## src/rtl/bpdc_pkg.sv

```systemverilog
`default_nettype none

package bpdc_pkg;

	localparam int unsigned LevelsW = 3;
	localparam int unsigned MaskW = 3;
	localparam int unsigned CountW = 16;
	localparam int unsigned CfgIdxW = 2;
	localparam int unsigned NumButtonsDefault = 3;

	localparam logic [CountW-1:0] CountMax = {CountW{1'b1}};
	localparam logic [CountW-1:0] ClickMinReset = 16'd5;
	localparam logic [CountW-1:0] LongMinReset = 16'd20;
	localparam logic [CountW-1:0] TimeoutReset = 16'd50;

	typedef enum logic [CfgIdxW-1:0] {
		REG_CLICK_MIN = 2'd0,
		REG_LONG_MIN  = 2'd1,
		REG_TIMEOUT   = 2'd2
	} reg_idx_t;

	typedef struct packed {
		logic [CountW-1:0] click_min;
		logic [CountW-1:0] long_min;
		logic [CountW-1:0] timeout_limit;
	} cfg_t;

	typedef struct packed {
		logic click;
		logic long_press;
	} event_t;

endpackage

`default_nettype wire

```

## src/rtl/bpdc_cfg.sv

```systemverilog
`default_nettype none

module bpdc_cfg (
	input  wire logic                         clk,
	input  wire logic                         arst_n,
	input  wire logic                         wr_en,
	input  wire logic [bpdc_pkg::CfgIdxW-1:0] wr_index,
	input  wire logic [bpdc_pkg::CountW-1:0]  wr_data,
	output bpdc_pkg::cfg_t                    cfg
);

	bpdc_pkg::cfg_t cfg_q;

	// Writes to an index with no register behind it fall through the case.
	always_ff @(posedge clk or negedge arst_n) begin
		if (!arst_n) begin
			cfg_q.click_min <= bpdc_pkg::ClickMinReset;
			cfg_q.long_min <= bpdc_pkg::LongMinReset;
			cfg_q.timeout_limit <= bpdc_pkg::TimeoutReset;
		end else if (wr_en) begin
			case (wr_index)
				bpdc_pkg::REG_CLICK_MIN: cfg_q.click_min <= wr_data;
				bpdc_pkg::REG_LONG_MIN: cfg_q.long_min <= wr_data;
				bpdc_pkg::REG_TIMEOUT: cfg_q.timeout_limit <= wr_data;
				default: ;
			endcase
		end
	end

	assign cfg = cfg_q;

endmodule

`default_nettype wire

```

## src/rtl/bpdc_button.sv

```systemverilog
`default_nettype none

module bpdc_button (
	input  wire logic     clk,
	input  wire logic     arst_n,
	input  wire logic     en,
	input  wire logic     pressed,
	input  wire bpdc_pkg::cfg_t cfg,
	output bpdc_pkg::event_t evt
);

	logic [bpdc_pkg::CountW-1:0] count_q;
	logic in_window;

	always_ff @(posedge clk or negedge arst_n) begin
		if (!arst_n) begin
			count_q <= '0;
		end else if (en) begin
			if (!pressed) begin
				count_q <= '0;
			end else if (count_q != bpdc_pkg::CountMax) begin
				count_q <= count_q + 1'b1;
			end
		end
	end

	// A zero count means no press happened, so it never yields an event.
	assign in_window = !pressed && (count_q != '0) && (count_q >= cfg.click_min)
		&& (count_q < cfg.timeout_limit);

	assign evt.click = in_window && (count_q < cfg.long_min);
	assign evt.long_press = in_window && (count_q >= cfg.long_min);

endmodule

`default_nettype wire

```

## src/rtl/button_press_duration_classifier.sv

```systemverilog
`default_nettype none

// Classifies button releases by how long each button was held. Each accepted beat
// carries one scan tick of active-low button levels; every button keeps a saturating
// hold counter, and on release the count is compared against click_min, long_min and
// timeout_limit to set that button's bit in click_mask or long_mask. One beat is
// accepted every cycle while item_stall is low, and one result beat leaves for each:
// an input register feeds the per-button counter and compare logic, whose result
// lands in the output register. Buttons numbered three and up see no level bit and
// always read released. Configuration is written through the cfg port, which is
// always ready.
module button_press_duration_classifier #(
	parameter int unsigned NUM_BUTTONS = bpdc_pkg::NumButtonsDefault
) (
	input  wire logic                          clk,
	input  wire logic                          arst_n,
	input  wire logic                          item_valid,
	output logic                               item_stall,
	input  wire logic [bpdc_pkg::LevelsW-1:0]  levels,
	output logic                               result_valid,
	input  wire logic                          result_stall,
	output logic [bpdc_pkg::MaskW-1:0]         click_mask,
	output logic [bpdc_pkg::MaskW-1:0]         long_mask,
	input  wire logic                          cfg_valid,
	output logic                               cfg_ready,
	input  wire logic [bpdc_pkg::CfgIdxW-1:0]  cfg_index,
	input  wire logic [bpdc_pkg::CountW-1:0]   cfg_data
);

	logic valid_s1;
	logic [bpdc_pkg::LevelsW-1:0] levels_s1;
	logic valid_s2;
	logic [bpdc_pkg::MaskW-1:0] click_s2;
	logic [bpdc_pkg::MaskW-1:0] long_s2;
	logic adv;
	logic item_acc;
	bpdc_pkg::cfg_t cfg;
	bpdc_pkg::event_t evt [NUM_BUTTONS];
	logic [bpdc_pkg::MaskW-1:0] click_d;
	logic [bpdc_pkg::MaskW-1:0] long_d;

	assign cfg_ready = 1'b1;

	bpdc_cfg u_cfg (
		.clk     (clk),
		.arst_n  (arst_n),
		.wr_en   (cfg_valid),
		.wr_index(cfg_index),
		.wr_data (cfg_data),
		.cfg     (cfg)
	);

	// The output register frees up when empty or when its beat is taken.
	assign adv = !valid_s2 || !result_stall;
	assign item_stall = valid_s1 && !adv;
	assign item_acc = item_valid && !item_stall;

	always_ff @(posedge clk or negedge arst_n) begin
		if (!arst_n) begin
			valid_s1 <= 1'b0;
		end else if (!valid_s1 || adv) begin
			valid_s1 <= item_valid;
		end
	end

	always_ff @(posedge clk) begin
		if (item_acc) begin
			levels_s1 <= levels;
		end
	end

	for (genvar i = 0; i < NUM_BUTTONS; i++) begin : g_btn
		logic pressed;
		if (i < bpdc_pkg::LevelsW) begin : g_pin
			assign pressed = !levels_s1[i];
		end else begin : g_nopin
			assign pressed = 1'b0;
		end

		bpdc_button u_button (
			.clk    (clk),
			.arst_n (arst_n),
			.en     (valid_s1 && adv),
			.pressed(pressed),
			.cfg    (cfg),
			.evt    (evt[i])
		);
	end

	for (genvar j = 0; j < bpdc_pkg::MaskW; j++) begin : g_mask
		if (j < NUM_BUTTONS) begin : g_used
			assign click_d[j] = evt[j].click;
			assign long_d[j] = evt[j].long_press;
		end else begin : g_unused
			assign click_d[j] = 1'b0;
			assign long_d[j] = 1'b0;
		end
	end

	always_ff @(posedge clk or negedge arst_n) begin
		if (!arst_n) begin
			valid_s2 <= 1'b0;
		end else if (adv) begin
			valid_s2 <= valid_s1;
		end
	end

	always_ff @(posedge clk) begin
		if (adv && valid_s1) begin
			click_s2 <= click_d;
			long_s2 <= long_d;
		end
	end

	assign result_valid = valid_s2;
	assign click_mask = click_s2;
	assign long_mask = long_s2;

	// A release is either a click or a long press, never both.
	a_disjoint: assert property (@(posedge clk) disable iff (!arst_n)
		result_valid |-> ((click_mask & long_mask) == '0))
		else $error("click and long press flagged on the same button");

	// Every beat that leaves the input register shows up as a result beat.
	a_no_loss: assert property (@(posedge clk) disable iff (!arst_n)
		(valid_s1 && adv) |=> result_valid)
		else $error("processed beat did not reach the output register");

	// With every button held, nothing is released, so no event can appear.
	a_held_quiet: assert property (@(posedge clk) disable iff (!arst_n)
		(valid_s1 && adv && (levels_s1 == '0)) |=> (click_mask == '0 && long_mask == '0))
		else $error("event reported while all buttons were held");

endmodule

`default_nettype wire

```

## config.mk

```make
export PLATFORM = sky130hd
export DESIGN_NAME = button_press_duration_classifier
export DESIGN_NICKNAME = d
export VERILOG_FILES = /design/src/rtl/bpdc_pkg.sv /design/src/rtl/bpdc_cfg.sv /design/src/rtl/bpdc_button.sv /design/src/rtl/button_press_duration_classifier.sv
export SDC_FILE = /design/constraint.sdc
export NUM_CORES = 1
export LEC_CHECK = 0
export BUFFER_PORTS_ARGS = -buffer_cell sky130_fd_sc_hd__buf_2
export CORE_UTILIZATION = 55
export DETAILED_ROUTE_END_ITERATION = 8
export PLACE_DENSITY = 0.8
export RECOVER_POWER = 25
export SKIP_CTS_REPAIR_TIMING = 1
export SYNTH_ARGS = -nofsm -noshare
export SYNTH_HDL_FRONTEND = slang
export SYNTH_SLANG_ARGS = --single-unit
```

## constraint.sdc

```tcl
create_clock -name clk -period 2.7 [get_ports clk]
set_input_delay 0.54 -clock clk [delete_from_list [all_inputs] [get_ports clk]]
set_output_delay 0.54 -clock clk [all_outputs]
set_load 0.05 [all_outputs]
```

# Yosys cells after proc, flatten, opt, wreduce, memory -nomap -nowiden
# Cells that the tools add are included.
# Widths: inputs -> output; s select.
[totals] register_bits=107 inputBits=26 output_inout_bits=9
[op_classes] add_sub_neg=3 magnitude_cmp=12 n_eq_ne=5 muxes=6 n_reduce_logical=38
[ops] op="$ge 16x16->1" n=6
[ops] op="$lt 16x16->1" n=6
[ops] op="$mux 16" n=6
[ops] op="$add 16x1->16 const B" n=3
[ops] op="$ne 16x16->1 const B" n=3
[ops] op="$reduce_bool 16->1" n=3
[ops] op="$logic_and 1x1->1" n=18
[ops] op="$reduce_and 2->1" n=6
[ops] op="$reduce_bool 2->1" n=3
[ops] op="$logic_not 1->1" n=5
[ops] op="$eq 2x1->1 const B" n=1
[ops] op="$eq 2x2->1 const B" n=1
[ops] op="$logic_not 2->1" n=1
[ops] op="$logic_or 1x1->1" n=2

# Logic depth before layout (Yosys ltp)
[logic_depth] depth_word=6 depth_mapped=8 depth_no_buf=8

# By module
# From an unflattened synthesis, not the netlist that was laid out.
[hier_totals] cells_unflattened=943 area_unflattened_um2=8774.7
[by_module_without_submodules] module="bpdc_button" n_inst=3 cells_each=273 area_per_inst_um2=2188.3 seq_area_each_um2=400.4
[by_module_without_submodules] module="bpdc_cfg" n_inst=1 cells_each=102 area_per_inst_um2=1824.2 seq_area_each_um2=1209.9
[by_module_without_submodules] module="button_press_duration_classifier" n_inst=1 cells_each=22 area_per_inst_um2=385.4 seq_area_each_um2=320.3

# Worst setup path after synthesis
# No wires, ideal clock.
[synth_timing] path_kind="register -> register" start="register u_cfg.cfg_q (netlist bit u_cfg.cfg[5])" end="register click_s2 (netlist bit click_mask[1]), data pin" setup_time_ns=0.190 arrival_time_ns=2.030 t_required_ns=2.510 path_slack_ns=0.480 path_stages_with_launch=9 n_path_buf=0 period_less_slack_ns=2.220 path_cell_list="dfstp_2 > inv_1 > ha_1 > a211oi_1 > o22ai_1 > or3b_2 > o21ai_0 > nand3_1 > a2111oi_2"
[synth_via] elab_chain_cells=3
[synth_rtl] element="from (decl)" line="bpdc_cfg.sv:12" rtl="bpdc_pkg::cfg_t cfg_q;"
[synth_rtl] element="$lt 16x16->1" line="bpdc_button.sv:29" rtl="&& (count_q < cfg.timeout_limit);"
[synth_rtl] element="$logic_and 1x1->1" line="bpdc_button.sv:29"
[synth_rtl] element="$logic_and 1x1->1" line="bpdc_button.sv:31" rtl="assign evt.click = in_window && (count_q < cfg.long_min);"
[synth_rtl] element="via click_d, one bit" line="button_press_duration_classifier.sv:39" rtl="logic [bpdc_pkg::MaskW-1:0] click_d;"
[synth_rtl] element="to (signal assigned)" line="button_press_duration_classifier.sv:110" rtl="click_s2 <= click_d;"
[synth_rtl] element="to (decl)" line="button_press_duration_classifier.sv:33" rtl="logic [bpdc_pkg::MaskW-1:0] click_s2;"
# The timed path passes the listed nets, and every way through them passes these cells.
# A chain may end at the register's enable or synchronous reset.

# Worst setup path in the final report
# Ends and elaborated chain as after synthesis.

==> run_results.csv <==
group,metric,value,unit
detailed_routing,drc,0,
synthesis,yosys.area.top_type,"dfrtp_1",
global_routing,antenna_found_initial,0,
sta,setup_viol,0,
place,port_buffers,33,
final_layout,finish.instance_area,8830,um^2
global_routing,grtUsageTotal,31.3,%
clocking,clk_pin_slew,0.07,ns
synthesis,ys_top_cells_by_area,"dfrtp_1, ha_1, mux2_2",
synthesis,synth-seq-area-share,33.9,%
die,die_y,123,um
min_path,min_path_type,"primary input to asynchronous set/reset pin",
synthesis,async_flop_share,91.6,%
setup_path,ff2ff_path_depth,8,
clocking,cts_max_level,3,
die,die_x,123,um
global_routing,grt.overflow.total,0,
sta,fin_crit,2.55,ns
clocking,root_buffer,"clkbuf_16",
clocking,cts_tree,"done",
sta,tightest_slew,1.40,ns
setup_path,crit_fanout,3,
setup_path,end_kind,"flop",
global_routing,grt_pass1_wl,35000,um
final_layout,antenna_cells,0,
detailed_routing,drtIter0Drc,566,
sta,hold_viol,0,
final_layout,areaGrowthSynthToFinish,9.45,%
setup_path,ff2ff_setup_slack,0.15,ns
setup_path,crit_required,2.86,ns
final_layout,drive_above_1_share,14.2,%
place,post-place-ws,0.164,ns
sta,slew_headroom,6.82,%
synthesis,synth_cell_types,64,
sta,slew_violations,0,
setup_path,path_cells,"inv_1, ha_1, a211oi_2, o22ai_1, or3b_2, o21ai_0, nand3_1, a2111oi_2",
synthesis,ys_ff_latch,107,
sta,max_clock_freq,392,MHz
synthesis,synthesis.area,8070,um^2
setup_path,worstSetupPathType,"flop to flop",
global_routing,grt_max_degree,56,
place,dpl_cell_area,8560,um^2
die,rows,43,
sta,fin_ws,0.151,ns
synthesis,synthTopCellsByCount,"ha_1, dfrtp_1, o21ai_0, inv_1, nand2_1",
detailed_routing,totalWireLength,22200,um
clocking,cts_num_sinks,107,
setup_path,startpoint_type,"flop",
detailed_routing,vias_per_cell,6.23,
detailed_routing,postRouteAntennaNets,0,
clocking,insertion_delay,0.36,ns
power_and_ir_drop,peakVddDrop,422,uV
place,post-dp-hpwl,16700,um
sta,rsz0062_at_grt,"false",
sta,tns,0,ns
detailed_routing,post_drt_wl_per_cell,20.5,um
setup_path,slowest_stage,"dfstp_2",
final_layout,nets,1067,
detailed_routing,firstDrtPassIters,6,
power_and_ir_drop,p_leak,4.38,nW
clocking,cts_buffer_depth,2,
synthesis,syn_area_per_cell,9.58,um^2
setup_path,max_stage_delay,0.54,ns
clocking,cts_buffers,9,
synthesis,synth_nets,1015,
die,core_area,14100,um^2
sta,hold-worst-slack,0.232,ns
place,routabilityCongestion,0.928,
die,io_pins,35,
synthesis,synth_top_area_share,28.2,%
status,outcome,"finished clean",
synthesis,synth.most_common_cell,"ha_1",
global_routing,grt_pass1_vias,6485,
setup_path,cp.arrival,2.71,ns
sta,period_share,94.4,%
die,dieArea,15200,um^2
power_and_ir_drop,power.total,4.82,mW
run,cap_violations,0,
synthesis,ys.flop_type,"dfrtp_1",
synthesis,synth_edf_count,9,
synthesis,syn-instance-count,842,
synthesis,ys_warn_count,0,
die,start_util,57.2,%
sta,skew,0.0103,ns
detailed_routing,via_count,6723,
power_and_ir_drop,p_per_area,546,nW/um^2
==> kinds of logic (layout without fill, tap and decap cells) <==
| group | after synthesis | after routing | share of synthesized area (%) |
|---|---|---|---|
| DFF | 107 | 107 | 33.9 |
| buffers and inverters | 74 | 131 | 3.74 |
| and+or+nand+nor | 269 | 269 | 17.7 |
| xor gates and xnor gates | 23 | 23 | 2.50 |
| muxes | 35 | 35 | 4.89 |
| adders and majority gates | 147 | 147 | 22.8 |
| AOI/OAI and AO/OA | 186 | 186 | 14.4 |
| other | 1 | 1 | 0.0465 |
==> final timing paths <==
path,startpoint,endpoint
min reg2reg,u_cfg.cfg[7],u_cfg.cfg[7]
min in group clk,levels[1],levels_s1[1]
max,u_cfg.cfg[5],click_mask[1]
max in group asynchronous,arst_n,u_cfg.cfg[46]
max reg2reg,u_cfg.cfg[5],click_mask[1]
min,arst_n,u_cfg.cfg[19]
==> per-layer routing <==
layer | global-route usage (%) | vias up | wire (um)
li1 | - | 3217 | -
met1 | 42.0 | 3221 | 9950
met2 | 49.2 | 225 | 9970
met3 | 6.18 | 60 | 1420
met4 | 13.3 | 0 | 817
met5 | 0 | - | 0
==> power by group <==
| part | internal (mW) | switching (mW) |
|---|---|---|
| Clock | 0.637 | 0.644 |
| Sequential | 1.82 | 0.192 |
| Combinational | 0.605 | 0.921 |
| Total | 3.06 | 1.76 |
==> worst max-delay path, delay by kind of cell, from the launching register on <==
kind	cells	cell delay, ns
AOI/OAI and AO/OA	4	0.80
and+or+nand+nor	2	0.62
DFF	1	0.54
adders and majority gates	1	0.33
buffers and inverters	1	0.07
==> cell usage in the layout, fill, tap and decap left out, types with 4 or more instances in the layout <==
master,synthesis,final
and2_1,4,4
inv_1,60,60
nand3b_1,4,4
and4_1,6,6
nand2_1,57,57
and3_1,10,10
nor2b_1,9,9
nor2_1,52,52
edfxtp_1,9,9
a21oi_1,50,50
buf_4,2,21
buf_2,1,32
a21o_1,25,25
xor2_1,8,8
clkbuf_16,0,9
nor4b_1,4,4
nand4_1,26,26
xnor2_1,15,15
a211oi_1,5,4
nand3_1,28,28
mux2_2,35,35
dfstp_2,7,7
nand2b_1,13,13
nor4_1,7,7
o21ai_0,62,62
nor3_1,24,24
a31oi_1,7,7
dfrtp_1,91,91
ha_1,147,147
o21a_1,6,6
==> metrics by stage <==
stage	cells	util [%]
final	1079	62.6
after global routing	1079	62.6
after CTS	1079	62.7
after detailed placement	1063	60.8
after global placement	1063	60.8
after floorplan	842	-
==> registers in the layout (all words and copies together) (netlist names) <==
| register | count |
|---|---|
| levels_s1 | 3 |
| g_btn.u_button.count_q | 48 |
| click_mask | 3 |
| u_cfg.cfg | 48 |
| result_valid | 1 |
| valid_s1 | 1 |
| long_mask | 3 |
==> area by class of cell <==
| class | count | area [um^2] |
|---|---|---|
| well taps | 180 | 225 |
| clock buffers | 10 | 229 |
| fillers | 1198 | 5270 |
| clock inverters | 6 | 47.5 |
| multi-input cells | 661 | 5040 |
| inverters | 60 | 225 |
| repair buffers | 55 | 327 |
| flip-flops and latches | 107 | 2730 |
Power figures use the tool's default switching activity.
